$ cat config.mk
export PLATFORM = sky130hd
export DESIGN_NAME = page_replacement_unit_flat
export DESIGN_NICKNAME = d
export VERILOG_FILES = /design/src/design/pru_pkg.sv /design/src/design/pru_page_if.sv /design/src/design/pru_result_if.sv /design/src/design/pru_cfg_if.sv /design/src/design/pru_cell.sv /design/src/design/page_replacement_unit.sv /design/src/flat_wrapper.sv
export SDC_FILE = /design/constraint.sdc
export NUM_CORES = 2
export LEC_CHECK = 0
export ABC_AREA = 1
export BUFFER_PORTS_ARGS = -buffer_cell sky130_fd_sc_hd__buf_2
export CORE_MARGIN = 2
export CORE_UTILIZATION = 25
export DETAILED_ROUTE_END_ITERATION = 8
export GPL_ROUTABILITY_DRIVEN = 0
export PLACE_DENSITY = 0.44
export SLEW_MARGIN = 0
export SYNTH_ARGS = -nofsm -noshare
export SYNTH_HDL_FRONTEND = slang
export SYNTH_HIERARCHICAL = 1
export SYNTH_SLANG_ARGS = --single-unit
export TNS_END_PERCENT = 50
$ cat constraint.sdc
create_clock -name i_clk -period 4.53 [get_ports i_clk]
set_clock_uncertainty 0.2 [all_clocks]
set_input_delay 0.453 -clock i_clk [delete_from_list [all_inputs] [get_ports i_clk]]
set_output_delay 0.453 -clock i_clk [all_outputs]
set_load 0.01 [all_outputs]
$ cat src/design/pru_pkg.sv
// ---------------------------------------------------------------------------
// pru_pkg: shared types and constants of the page replacement unit
// Policy codes, register indexes, controller states and the cell command.
// ---------------------------------------------------------------------------
`default_nettype none

package pru_pkg;

    localparam int PAGES_DEF      = 512;
    localparam int FRAMES_DEF     = 16;
    localparam int SCORE_BITS_DEF = 16;

    localparam int FAULT_W        = 16;
    localparam int CFG_IDX_W      = 2;
    localparam int CFG_DATA_W     = 5;
    localparam int POLICY_W       = 2;
    localparam int FRAMES_RST     = 16;

    typedef enum logic [POLICY_W-1:0] {
        POL_FIFO = 2'd0,
        POL_LRU  = 2'd1,
        POL_MFU  = 2'd2
    } t_policy;

    typedef enum logic [CFG_IDX_W-1:0] {
        REG_POLICY = 2'd0,
        REG_FRAMES = 2'd1
    } t_cfg_reg;

    typedef enum logic [1:0] {
        S_IDLE,
        S_LOOK,
        S_SCAN,
        S_COMMIT
    } t_state;

    typedef struct packed {
        logic age;       // LRU: bump every used frame
        logic hit_zero;  // LRU: hit frame restarts at zero
        logic hit_inc;   // MFU: hit frame counts one more use
    } t_cell_cmd;

endpackage

`default_nettype wire

$ cat src/design/pru_page_if.sv
// ---------------------------------------------------------------------------
// pru_page_if: access request channel
// One page number per beat.
// ---------------------------------------------------------------------------
`default_nettype none

interface pru_page_if #(
    parameter int PAGE_W = 9
) ();
    logic              valid;
    logic              ready;
    logic [PAGE_W-1:0] page;

    modport source (output valid, output page, input ready);
    modport sink   (input valid, input page, output ready);
endinterface

`default_nettype wire

$ cat src/design/pru_result_if.sv
// ---------------------------------------------------------------------------
// pru_result_if: access result channel
// Hit or fault, frame, evicted page and the running fault count per beat.
// ---------------------------------------------------------------------------
`default_nettype none

interface pru_result_if #(
    parameter int PAGE_W  = 9,
    parameter int FRAME_W = 4
) ();
    logic                        valid;
    logic                        ready;
    logic                        fault;
    logic [FRAME_W-1:0]          frame;
    logic                        evicted;
    logic [PAGE_W-1:0]           evicted_page;
    logic [pru_pkg::FAULT_W-1:0] faults_so_far;

    modport source (output valid, output fault, output frame, output evicted,
                     output evicted_page, output faults_so_far, input ready);
    modport sink   (input valid, input fault, input frame, input evicted,
                    input evicted_page, input faults_so_far, output ready);
endinterface

`default_nettype wire

$ cat src/design/pru_cfg_if.sv
// ---------------------------------------------------------------------------
// pru_cfg_if: configuration write channel
// Register index and write data per beat.
// ---------------------------------------------------------------------------
`default_nettype none

interface pru_cfg_if ();
    logic                           valid;
    logic                           ready;
    logic [pru_pkg::CFG_IDX_W-1:0]  index;
    logic [pru_pkg::CFG_DATA_W-1:0] data;

    modport source (output valid, output index, output data, input ready);
    modport sink   (input valid, input index, input data, output ready);
endinterface

`default_nettype wire

$ cat src/design/pru_cell.sv
// ---------------------------------------------------------------------------
// pru_cell: one physical frame
// Holds the resident page, used flag and score; matches the current page and
// passes a running max (score, frame) to its right neighbor each cycle.
// ---------------------------------------------------------------------------
`default_nettype none

module pru_cell #(
    parameter int IDX        = 0,
    parameter int PAGE_W     = 9,
    parameter int FRAME_W    = 4,
    parameter int SCORE_BITS = 16
) (
    input  logic                  i_clk,
    input  logic                  i_rst_n,
    input  pru_pkg::t_cell_cmd    i_cmd,
    input  logic                  i_hit,
    input  logic                  i_load,
    input  logic                  i_active,
    input  logic [PAGE_W-1:0]     i_page,
    input  logic [SCORE_BITS-1:0] i_best_score,
    input  logic [FRAME_W-1:0]    i_best_idx,
    output logic                  o_used,
    output logic                  o_match,
    output logic [PAGE_W-1:0]     o_page,
    output logic [SCORE_BITS-1:0] o_best_score,
    output logic [FRAME_W-1:0]    o_best_idx
);

    logic                  r_used;
    logic [PAGE_W-1:0]     r_page;
    logic [SCORE_BITS-1:0] r_score;
    logic [SCORE_BITS-1:0] n_score;
    logic [SCORE_BITS-1:0] w_score_inc;
    logic [SCORE_BITS-1:0] r_best_score;
    logic [FRAME_W-1:0]    r_best_idx;
    logic                  w_take;

    assign w_score_inc = (r_score == '1) ? r_score : r_score + 1'b1;

    always_comb begin
        n_score = r_score;
        if (i_load) begin
            n_score = SCORE_BITS'(1);
        end else if (i_hit && i_cmd.hit_zero) begin
            n_score = '0;
        end else if (i_hit && i_cmd.hit_inc) begin
            n_score = w_score_inc;
        end else if (i_cmd.age && r_used) begin
            n_score = w_score_inc;
        end
    end

    // strict compare: an earlier frame keeps a tie
    assign w_take = i_active && (r_score > i_best_score);

    always_ff @(posedge i_clk) begin
        if (!i_rst_n) begin
            r_used  <= 1'b0;
            r_score <= '0;
        end else begin
            r_score <= n_score;
            if (i_load) begin
                r_used <= 1'b1;
            end
        end
    end

    always_ff @(posedge i_clk) begin
        if (i_load) begin
            r_page <= i_page;
        end
        r_best_score <= w_take ? r_score : i_best_score;
        r_best_idx   <= w_take ? FRAME_W'(IDX) : i_best_idx;
    end

    assign o_used       = r_used;
    assign o_match      = r_used && (r_page == i_page);
    assign o_page       = r_page;
    assign o_best_score = r_best_score;
    assign o_best_idx   = r_best_idx;

endmodule

`default_nettype wire

$ cat src/design/page_replacement_unit.sv
// ---------------------------------------------------------------------------
// page_replacement_unit: demand paging frame allocator
// Resident pages sit in a row of frame cells; a hit is a parallel match, a
// victim is chosen by FIFO head or by a max wave along the cell row.
// ---------------------------------------------------------------------------
//  channel       dir  beat contents
//  i_page_ch     in   page
//  o_result_ch   out  fault, frame, evicted, evicted_page, faults_so_far
//  i_cfg_ch      in   index (0 policy, 1 frames_in_use), data
//
//  Hit, free-frame fill or FIFO replacement: states IDLE, LOOK and COMMIT.
//  LRU/MFU replacement adds the SCAN state, held while the max wave crosses
//  the row of frame cells one cell per cycle.
//  One access in flight; the next is taken once the result is registered.
//  Reset is synchronous, active low; config is always ready.
// ---------------------------------------------------------------------------
`default_nettype none

module page_replacement_unit #(
    parameter int PAGES      = pru_pkg::PAGES_DEF,
    parameter int FRAMES     = pru_pkg::FRAMES_DEF,
    parameter int SCORE_BITS = pru_pkg::SCORE_BITS_DEF
) (
    input  logic         i_clk,
    input  logic         i_rst_n,
    pru_page_if.sink     i_page_ch,
    pru_result_if.source o_result_ch,
    pru_cfg_if.sink      i_cfg_ch
);

    localparam int PAGE_W  = $clog2(PAGES);
    localparam int FRAME_W = $clog2(FRAMES);
    localparam int FCNT_W  = $clog2(FRAMES + 1);
    localparam int NW      = (FCNT_W > pru_pkg::CFG_DATA_W) ? FCNT_W : pru_pkg::CFG_DATA_W;

    pru_pkg::t_state               r_state;
    pru_pkg::t_state               n_state;
    logic [pru_pkg::POLICY_W-1:0]  r_policy;
    logic [pru_pkg::CFG_DATA_W-1:0] r_frames;
    pru_pkg::t_policy              w_pol;
    logic [NW-1:0]                 w_fiu;
    logic [FCNT_W-1:0]             w_n;

    logic [PAGE_W-1:0]             r_page;
    logic [FRAME_W-1:0]            r_head;
    logic [FRAME_W-1:0]            r_scan_cnt;
    logic                          r_fault;
    logic                          r_evict;
    logic                          r_from_scan;
    logic [FRAME_W-1:0]            r_frame;
    logic [pru_pkg::FAULT_W-1:0]   r_faults;

    logic                          r_out_valid;
    logic                          r_out_fault;
    logic [FRAME_W-1:0]            r_out_frame;
    logic                          r_out_evicted;
    logic [PAGE_W-1:0]             r_out_evpage;

    logic                          w_in_acc;
    logic                          w_commit;
    pru_pkg::t_cell_cmd            w_cmd;

    logic [FRAMES-1:0]             w_used;
    logic [FRAMES-1:0]             w_match;
    logic [FRAMES-1:0]             w_active;
    logic [FRAMES-1:0]             w_load;
    logic [PAGE_W-1:0]             w_cell_page [FRAMES];
    logic [SCORE_BITS-1:0]         w_chain_score [FRAMES+1];
    logic [FRAME_W-1:0]            w_chain_idx [FRAMES+1];

    logic                          w_hit;
    logic [FRAME_W-1:0]            w_hit_idx;
    logic                          w_free;
    logic [FRAME_W-1:0]            w_free_idx;
    logic [FRAME_W-1:0]            w_fifo_frame;
    logic [FRAME_W-1:0]            w_victim;
    logic [FCNT_W-1:0]             w_victim_p1;

    // ---------------- configuration ----------------
    assign i_cfg_ch.ready = 1'b1;

    always_ff @(posedge i_clk) begin
        if (!i_rst_n) begin
            r_policy <= pru_pkg::POL_FIFO;
            r_frames <= pru_pkg::CFG_DATA_W'(pru_pkg::FRAMES_RST);
        end else if (i_cfg_ch.valid) begin
            case (i_cfg_ch.index)
                pru_pkg::REG_POLICY: r_policy <= i_cfg_ch.data[pru_pkg::POLICY_W-1:0];
                pru_pkg::REG_FRAMES: r_frames <= i_cfg_ch.data;
                default: ;
            endcase
        end
    end

    always_comb begin
        case (r_policy)
            pru_pkg::POL_LRU: w_pol = pru_pkg::POL_LRU;
            pru_pkg::POL_MFU: w_pol = pru_pkg::POL_MFU;
            default:          w_pol = pru_pkg::POL_FIFO;
        endcase
    end

    // clamp the frame count to 1..FRAMES
    always_comb begin
        w_fiu = NW'(r_frames);
        if (w_fiu == '0) begin
            w_fiu = NW'(1);
        end else if (w_fiu > NW'(FRAMES)) begin
            w_fiu = NW'(FRAMES);
        end
        w_n = w_fiu[FCNT_W-1:0];
    end

    // ---------------- frame cells ----------------
    assign w_chain_score[0] = '0;
    assign w_chain_idx[0]   = '0;

    for (genvar g = 0; g < FRAMES; g++) begin : g_cell
        assign w_active[g] = (FCNT_W'(g) < w_n);
        assign w_load[g]   = w_commit && r_fault && (w_victim == FRAME_W'(g));

        pru_cell #(
            .IDX        (g),
            .PAGE_W     (PAGE_W),
            .FRAME_W    (FRAME_W),
            .SCORE_BITS (SCORE_BITS)
        ) u_cell (
            .i_clk        (i_clk),
            .i_rst_n      (i_rst_n),
            .i_cmd        (w_cmd),
            .i_hit        ((r_state == pru_pkg::S_LOOK) && w_match[g]),
            .i_load       (w_load[g]),
            .i_active     (w_active[g]),
            .i_page       (r_page),
            .i_best_score (w_chain_score[g]),
            .i_best_idx   (w_chain_idx[g]),
            .o_used       (w_used[g]),
            .o_match      (w_match[g]),
            .o_page       (w_cell_page[g]),
            .o_best_score (w_chain_score[g+1]),
            .o_best_idx   (w_chain_idx[g+1])
        );
    end

    always_comb begin
        w_hit_idx  = '0;
        w_free_idx = '0;
        for (int i = 0; i < FRAMES; i++) begin
            if (w_match[i]) begin
                w_hit_idx = w_hit_idx | FRAME_W'(i);
            end
        end
        for (int i = FRAMES - 1; i >= 0; i--) begin
            if (!w_used[i] && w_active[i]) begin
                w_free_idx = FRAME_W'(i);
            end
        end
    end

    assign w_hit        = |w_match;
    assign w_free       = |(~w_used & w_active);
    assign w_fifo_frame = (FCNT_W'(r_head) < w_n) ? r_head : '0;
    assign w_victim     = r_from_scan ? w_chain_idx[FRAMES] : r_frame;
    assign w_victim_p1  = FCNT_W'(w_victim) + 1'b1;

    // ---------------- control ----------------
    assign w_commit = (r_state == pru_pkg::S_COMMIT) && (!r_out_valid || o_result_ch.ready);
    assign w_in_acc = i_page_ch.valid && i_page_ch.ready;

    always_comb begin
        n_state = r_state;
        case (r_state)
            pru_pkg::S_IDLE: begin
                if (i_page_ch.valid) n_state = pru_pkg::S_LOOK;
            end
            pru_pkg::S_LOOK: begin
                if (!w_hit && !w_free && (w_pol != pru_pkg::POL_FIFO)) begin
                    n_state = pru_pkg::S_SCAN;
                end else begin
                    n_state = pru_pkg::S_COMMIT;
                end
            end
            pru_pkg::S_SCAN: begin
                if (r_scan_cnt == FRAME_W'(FRAMES - 1)) n_state = pru_pkg::S_COMMIT;
            end
            pru_pkg::S_COMMIT: begin
                if (w_commit) n_state = pru_pkg::S_IDLE;
            end
            default: n_state = pru_pkg::S_IDLE;
        endcase
    end

    always_comb begin
        i_page_ch.ready = (r_state == pru_pkg::S_IDLE);
        w_cmd.age       = (r_state == pru_pkg::S_LOOK) && (w_pol == pru_pkg::POL_LRU);
        w_cmd.hit_zero  = (w_pol == pru_pkg::POL_LRU);
        w_cmd.hit_inc   = (w_pol == pru_pkg::POL_MFU);
    end

    always_ff @(posedge i_clk) begin
        if (!i_rst_n) begin
            r_state     <= pru_pkg::S_IDLE;
            r_head      <= '0;
            r_faults    <= '0;
            r_out_valid <= 1'b0;
        end else begin
            r_state <= n_state;
            if (w_commit) begin
                r_out_valid <= 1'b1;
                if (r_fault && (r_faults != '1)) begin
                    r_faults <= r_faults + 1'b1;
                end
                if (r_evict && !r_from_scan) begin
                    r_head <= (w_victim_p1 == w_n) ? '0 : w_victim_p1[FRAME_W-1:0];
                end
            end else if (o_result_ch.ready) begin
                r_out_valid <= 1'b0;
            end
        end
    end

    always_ff @(posedge i_clk) begin
        if (w_in_acc) begin
            if ({1'b0, i_page_ch.page} >= (PAGE_W + 1)'(PAGES)) begin
                r_page <= i_page_ch.page - PAGE_W'(PAGES);
            end else begin
                r_page <= i_page_ch.page;
            end
        end
        if (r_state == pru_pkg::S_LOOK) begin
            r_scan_cnt  <= '0;
            r_from_scan <= 1'b0;
            if (w_hit) begin
                r_fault <= 1'b0;
                r_evict <= 1'b0;
                r_frame <= w_hit_idx;
            end else if (w_free) begin
                r_fault <= 1'b1;
                r_evict <= 1'b0;
                r_frame <= w_free_idx;
            end else begin
                r_fault     <= 1'b1;
                r_evict     <= 1'b1;
                r_frame     <= w_fifo_frame;
                r_from_scan <= (w_pol != pru_pkg::POL_FIFO);
            end
        end
        if (r_state == pru_pkg::S_SCAN) begin
            r_scan_cnt <= r_scan_cnt + 1'b1;
        end
        if (w_commit) begin
            r_out_fault   <= r_fault;
            r_out_frame   <= w_victim;
            r_out_evicted <= r_evict;
            r_out_evpage  <= r_evict ? w_cell_page[w_victim] : '0;
        end
    end

    assign o_result_ch.valid         = r_out_valid;
    assign o_result_ch.fault         = r_out_fault;
    assign o_result_ch.frame         = r_out_frame;
    assign o_result_ch.evicted       = r_out_evicted;
    assign o_result_ch.evicted_page  = r_out_evpage;
    assign o_result_ch.faults_so_far = r_faults;

`ifndef SYNTHESIS
    a_single_match: assert property (@(posedge i_clk) disable iff (!i_rst_n)
        $onehot0(w_match))
        else $error("page resident in more than one frame");

    a_single_load: assert property (@(posedge i_clk) disable iff (!i_rst_n)
        $onehot0(w_load))
        else $error("more than one frame loaded");

    a_evict_is_fault: assert property (@(posedge i_clk) disable iff (!i_rst_n)
        r_out_valid && r_out_evicted |-> r_out_fault)
        else $error("eviction reported on a hit");

    a_faults_monotonic: assert property (@(posedge i_clk) disable iff (!i_rst_n)
        $past(i_rst_n) |-> r_faults >= $past(r_faults))
        else $error("fault count went down");
`endif

endmodule

`default_nettype wire
$ cat src/flat_wrapper.sv
// flat-port wrapper written by rule: the top's interface ports become plain ports
module page_replacement_unit_flat 
#(
    parameter int PAGES      = pru_pkg::PAGES_DEF,
    parameter int FRAMES     = pru_pkg::FRAMES_DEF,
    parameter int SCORE_BITS = pru_pkg::SCORE_BITS_DEF
)
  (i_clk, i_rst_n, i_page_ch_valid, i_page_ch_page, i_page_ch_ready, o_result_ch_valid, o_result_ch_fault, o_result_ch_frame, o_result_ch_evicted, o_result_ch_evicted_page, o_result_ch_faults_so_far, o_result_ch_ready, i_cfg_ch_valid, i_cfg_ch_index, i_cfg_ch_data, i_cfg_ch_ready);
  pru_page_if i_page_ch_i ();
  pru_result_if o_result_ch_i ();
  pru_cfg_if i_cfg_ch_i ();
  input  logic i_clk;
  input  logic i_rst_n;
  input wire logic [$bits(i_page_ch_i.valid)-1:0] i_page_ch_valid;
  input wire logic [$bits(i_page_ch_i.page)-1:0] i_page_ch_page;
  output wire logic [$bits(i_page_ch_i.ready)-1:0] i_page_ch_ready;
  output wire logic [$bits(o_result_ch_i.valid)-1:0] o_result_ch_valid;
  output wire logic [$bits(o_result_ch_i.fault)-1:0] o_result_ch_fault;
  output wire logic [$bits(o_result_ch_i.frame)-1:0] o_result_ch_frame;
  output wire logic [$bits(o_result_ch_i.evicted)-1:0] o_result_ch_evicted;
  output wire logic [$bits(o_result_ch_i.evicted_page)-1:0] o_result_ch_evicted_page;
  output wire logic [$bits(o_result_ch_i.faults_so_far)-1:0] o_result_ch_faults_so_far;
  input wire logic [$bits(o_result_ch_i.ready)-1:0] o_result_ch_ready;
  input wire logic [$bits(i_cfg_ch_i.valid)-1:0] i_cfg_ch_valid;
  input wire logic [$bits(i_cfg_ch_i.index)-1:0] i_cfg_ch_index;
  input wire logic [$bits(i_cfg_ch_i.data)-1:0] i_cfg_ch_data;
  output wire logic [$bits(i_cfg_ch_i.ready)-1:0] i_cfg_ch_ready;
  assign i_page_ch_i.valid = i_page_ch_valid;
  assign i_page_ch_i.page = i_page_ch_page;
  assign i_page_ch_ready = i_page_ch_i.ready;
  assign o_result_ch_valid = o_result_ch_i.valid;
  assign o_result_ch_fault = o_result_ch_i.fault;
  assign o_result_ch_frame = o_result_ch_i.frame;
  assign o_result_ch_evicted = o_result_ch_i.evicted;
  assign o_result_ch_evicted_page = o_result_ch_i.evicted_page;
  assign o_result_ch_faults_so_far = o_result_ch_i.faults_so_far;
  assign o_result_ch_i.ready = o_result_ch_ready;
  assign i_cfg_ch_i.valid = i_cfg_ch_valid;
  assign i_cfg_ch_i.index = i_cfg_ch_index;
  assign i_cfg_ch_i.data = i_cfg_ch_data;
  assign i_cfg_ch_ready = i_cfg_ch_i.ready;
  page_replacement_unit #(.PAGES(PAGES), .FRAMES(FRAMES), .SCORE_BITS(SCORE_BITS)) u_core (.i_clk(i_clk), .i_rst_n(i_rst_n), .i_page_ch(i_page_ch_i), .o_result_ch(o_result_ch_i), .i_cfg_ch(i_cfg_ch_i));
endmodule
==> results.txt <==
The number of remaining DRC errors is 0. Detailed routing inserted a total of 38100 vias. After routing, the total negative slack on setup checks comes to 0 ps.

The worst voltage drop across the vdd grid is 0.000280 V. The mean cell area of the mapped netlist came out at 7.44 um2. The worst hold path passes through 3 cells. The reg-to-reg startpoint is u_core/r_page[6]. The data arrival time of the worst path is 4620 ps. The number of detailed-routing iterations run before antenna repair is 6. In this run the vertical extent of the chip is 427 um.

The number of clock sinks came out at 785. The floorplan die area came out at 182000 um2. The longest clock path from root to sink contains 3 buffers. The insertion delay of the later-clocked pin in the worst-skew pair came out at 720 ps. The flow ran to the end, and the final reports show no timing, DRC or antenna violations. The site row count is 155. The critical path data required time is 4940 ps. The via count of the first global-routing pass came out at 36700. The pin count of the biggest net entering global routing came out at 75. The largest stage delay on the critical path is 720 ps.

The depth of the worst register-to-register path came out at 12. The total count of max-transition violations in the final report came out at 0. The area of the core region came out at 178000 um2.

The horizontal die dimension came out at 427 um. The power density of the placed cells is 354 nW/um2. The worst register-to-register path ends at u_core/r_state[0]. The buffer type at the clock tree root is sky130_fd_sc_hd__clkbuf_16. The worst setup path is captured at a flip-flop. In this run, the number of DRC markers left after iteration 0 of detailed routing was 2233. The number of nets at the end of the flow came out at 6474. The global-route track usage on met3 came out at 1.95%.

The signal on the critical path passes through buf_4, xnor2_1, nand4_1, nor2_1, nor4_1, inv_1, nor4_1, nand2_1, nor2_1, nand2_1, o211ai_1, a21oi_1. TritonCTS created 97 clock buffers. The initial antenna violation count came to 2. The largest individual stage delay along the critical path comes from the cell sky130_fd_sc_hd__edfxtp_1. The slew of the pin with the lowest slew margin came out at 1230 ps. The register-to-register path setup slack came out at 320 ps. For this design the static power due to leakage is 21.9 nW. In this run, post-CTS repair resized a total of 0 instances. The highest attainable clock frequency is 238 MHz. The aggregate global-route resource usage came out at 14.5%. Setup repair after global routing left no endpoint under its margin. The starting density of the core is 25.1%. The met1 layer usage reported by global route came out at 18.9%. The tightest min-delay check is of the in2reg type. The residual antenna-violating net count after detailed routing came out at 0. The number of H-tree levels came out at 3. The end-of-flow core utilization is 28.7%. The wire length per cell after detailed routing came out at 15.5 um. The first-pass GRT wire length came out at 210 mm. The number of port buffers came out at 53. The setup violation total in the final timing report came out at 0. The number of hold-slack violations in the final timing report is 0. The count of maximum capacitance violations is 0. The worst hold path terminates at u_core/g_cell[14].u_cell/r_score[0]. The fill cell total of the finished layout came out at 19400. STA classifies the critical path startpoint as a flip-flop. The synthesized netlist occupies a cell area of 44700 um2. The clock period could shrink to 4210 ps. The final cycle utilization of the critical path came out at 92.9%.

The kind of cell with the highest combined delay along the critical path is simple AND/OR/NAND/NOR gates. TritonCTS built the clock tree. After clock tree synthesis, the clock-pin slew on the worst setup and hold paths is 60 ps. In the global route stage, met2 resource usage came out at 24.7%. In this run the worst path has a maximum fanout of 12.

The wire length reported by the detailed router came out at 134 mm. The number of buffers and inverters on the critical path is 2. The overflow left after global routing came out at 0. The number of ports placed on the die boundary is 55. The worst hold path begins at i_rst_n. The layout cell share with drive strength beyond 1 is 8.87%.

The post-synthesis instance total is 6010. The worst setup path is of the reg2reg kind. The layout-stage area growth over the synthesis result came out at 14.5%.

The global routing stage identified its most utilized layer as met2. The Yosys step of the flow raised 6 warnings. The placed wire-length estimate after detailed placement came out at 101 mm. In the routed layout, each cell is associated on average with a via count of 4.43. The worst pin sits at a relative slew slack of 17.4%.
[cell type report]
class                   count  area, um2  share of cell area (%)
multi-input cells        4314      23300                    45.4
flip-flops and latches    785      17500                    34.2
inverters                 833       3130                    6.12
well taps                2355       2950                    5.76
clock buffers             133       2790                    5.45
repair buffers            135        936                    1.83
clock inverters            49        604                    1.18
diodes                      1       2.50                 0.00489
[metal layers]
metal  up-vias  wire length, um
met1     17700            61700
li1      19700                -
met2       611            63300
met4         0             3710
met3       146             5020
met5         -                0
[flip-flops by register name, summed over array words and instances, names as in the netlist, 2 cells and up]
name	count
u_core/r_frame	4
u_core/g_cell.u_cell/o_best_score	240
u_core/r_scan_cnt	4
u_core/g_cell.u_cell/o_page	144
u_core/r_state	2
u_core/o_result_ch.frame	4
u_core/o_result_ch.evicted_page	9
u_core/r_page	9
u_core/g_cell.u_cell/r_score	256
u_core/o_result_ch.faults_so_far	16
u_core/r_head	4
u_core/r_frames	5
u_core/g_cell.u_cell/o_used	16
u_core/r_policy	2
u_core/g_cell.u_cell/o_best_idx	64
[where the power goes]
| group | total, mW | switching [mW] | internal [mW] |
|---|---|---|---|
| logic | 2.24 | 1.55 | 0.697 |
| registers | 7.73 | 0.212 | 7.52 |
| clock network | 8.12 | 3.31 | 4.81 |
| total | 18.1 | 5.07 | 13.0 |
[worst register-to-register path, stage by stage (launching register included)]
cell and delay, ps:
sky130_fd_sc_hd__edfxtp_1 720, sky130_fd_sc_hd__buf_4 310, sky130_fd_sc_hd__xnor2_1 90, sky130_fd_sc_hd__nand4_1 180, sky130_fd_sc_hd__nor2_1 150, sky130_fd_sc_hd__nor4_1 630, sky130_fd_sc_hd__inv_1 200, sky130_fd_sc_hd__nor4_1 670
sky130_fd_sc_hd__nand2_1 260, sky130_fd_sc_hd__nor2_1 240, sky130_fd_sc_hd__nand2_1 180, sky130_fd_sc_hd__o211ai_1 200, sky130_fd_sc_hd__a21oi_1 80
[per-stage QoR]
| stage | std cells | setup slack [ps] | power (mW) | hold slack [ps] | area (um2) |
|---|---|---|---|---|---|
| finish | 8605 | 321 | 18.1 | 56.8 | 51200 |
| CTS | 8604 | 523 | 18.4 | 9.05 | 51200 |
| floorplan | 6046 | 1680 | 9.29 | 187 | 44800 |
| global placement | 8401 | 467 | 10.1 | 199 | 47600 |
| global route | 8604 | 206 | 19.0 | 49.7 | 51200 |
| detailed placement | 8401 | 523 | 10.1 | 200 | 47600 |
[layout by cell type, fill, tap and decap left out, types with 16 or more instances in the layout]
master,n
sky130_fd_sc_hd__clkinv_1,19
sky130_fd_sc_hd__buf_4,62
sky130_fd_sc_hd__xnor2_1,146
sky130_fd_sc_hd__nand2_2,46
sky130_fd_sc_hd__dlygate4sd3_1,21
sky130_fd_sc_hd__nor3_1,62
sky130_fd_sc_hd__a21boi_2,16
sky130_fd_sc_hd__conb_1,38
sky130_fd_sc_hd__clkinv_2,24
sky130_fd_sc_hd__nor2_4,24
sky130_fd_sc_hd__nand4_1,72
sky130_fd_sc_hd__a221oi_1,16
sky130_fd_sc_hd__nor2_1,574
sky130_fd_sc_hd__nand3_1,374
sky130_fd_sc_hd__inv_2,20
sky130_fd_sc_hd__xor2_1,68
sky130_fd_sc_hd__ha_1,287
sky130_fd_sc_hd__nor2_2,77
sky130_fd_sc_hd__dfxtp_1,606
sky130_fd_sc_hd__buf_2,52
sky130_fd_sc_hd__edfxtp_1,179
sky130_fd_sc_hd__a21oi_1,350
sky130_fd_sc_hd__clkbuf_16,101
sky130_fd_sc_hd__a21boi_0,20
sky130_fd_sc_hd__o22ai_1,56
sky130_fd_sc_hd__nand3_2,17
sky130_fd_sc_hd__a211oi_1,17
sky130_fd_sc_hd__inv_1,792
sky130_fd_sc_hd__o21ai_0,242
sky130_fd_sc_hd__nand2_1,1682
sky130_fd_sc_hd__clkbuf_1,17
[worst max path at each step]
| stage | from | to | slack, ps | cells after the start |
|---|---|---|---|---|
| finish | u_core/r_page[6] | u_core/r_state[0] | 320 | 12 |
| global route | u_core/r_page[0] | u_core/r_frame[2] | 210 | 14 |
| CTS | u_core/r_page[6] | u_core/r_state[0] | 520 | 12 |
| detailed placement | u_core/r_page[6] | u_core/r_state[0] | 520 | 12 |
| global placement | u_core/r_page[6] | u_core/r_state[0] | 470 | 12 |
| floorplan | u_core/r_from_scan | u_core/g_cell[11].u_cell/r_score[10] | 1680 | 14 |
[what timing repair did]
action | CTS | global route
hold endpoints to repair | 19 | 0
endpoints found under the setup margin | 0 | 0
hold buffers | 21 | 0
setup buffers | 0 | 0
No activity file was read; power rests on OpenSTA's default activity.
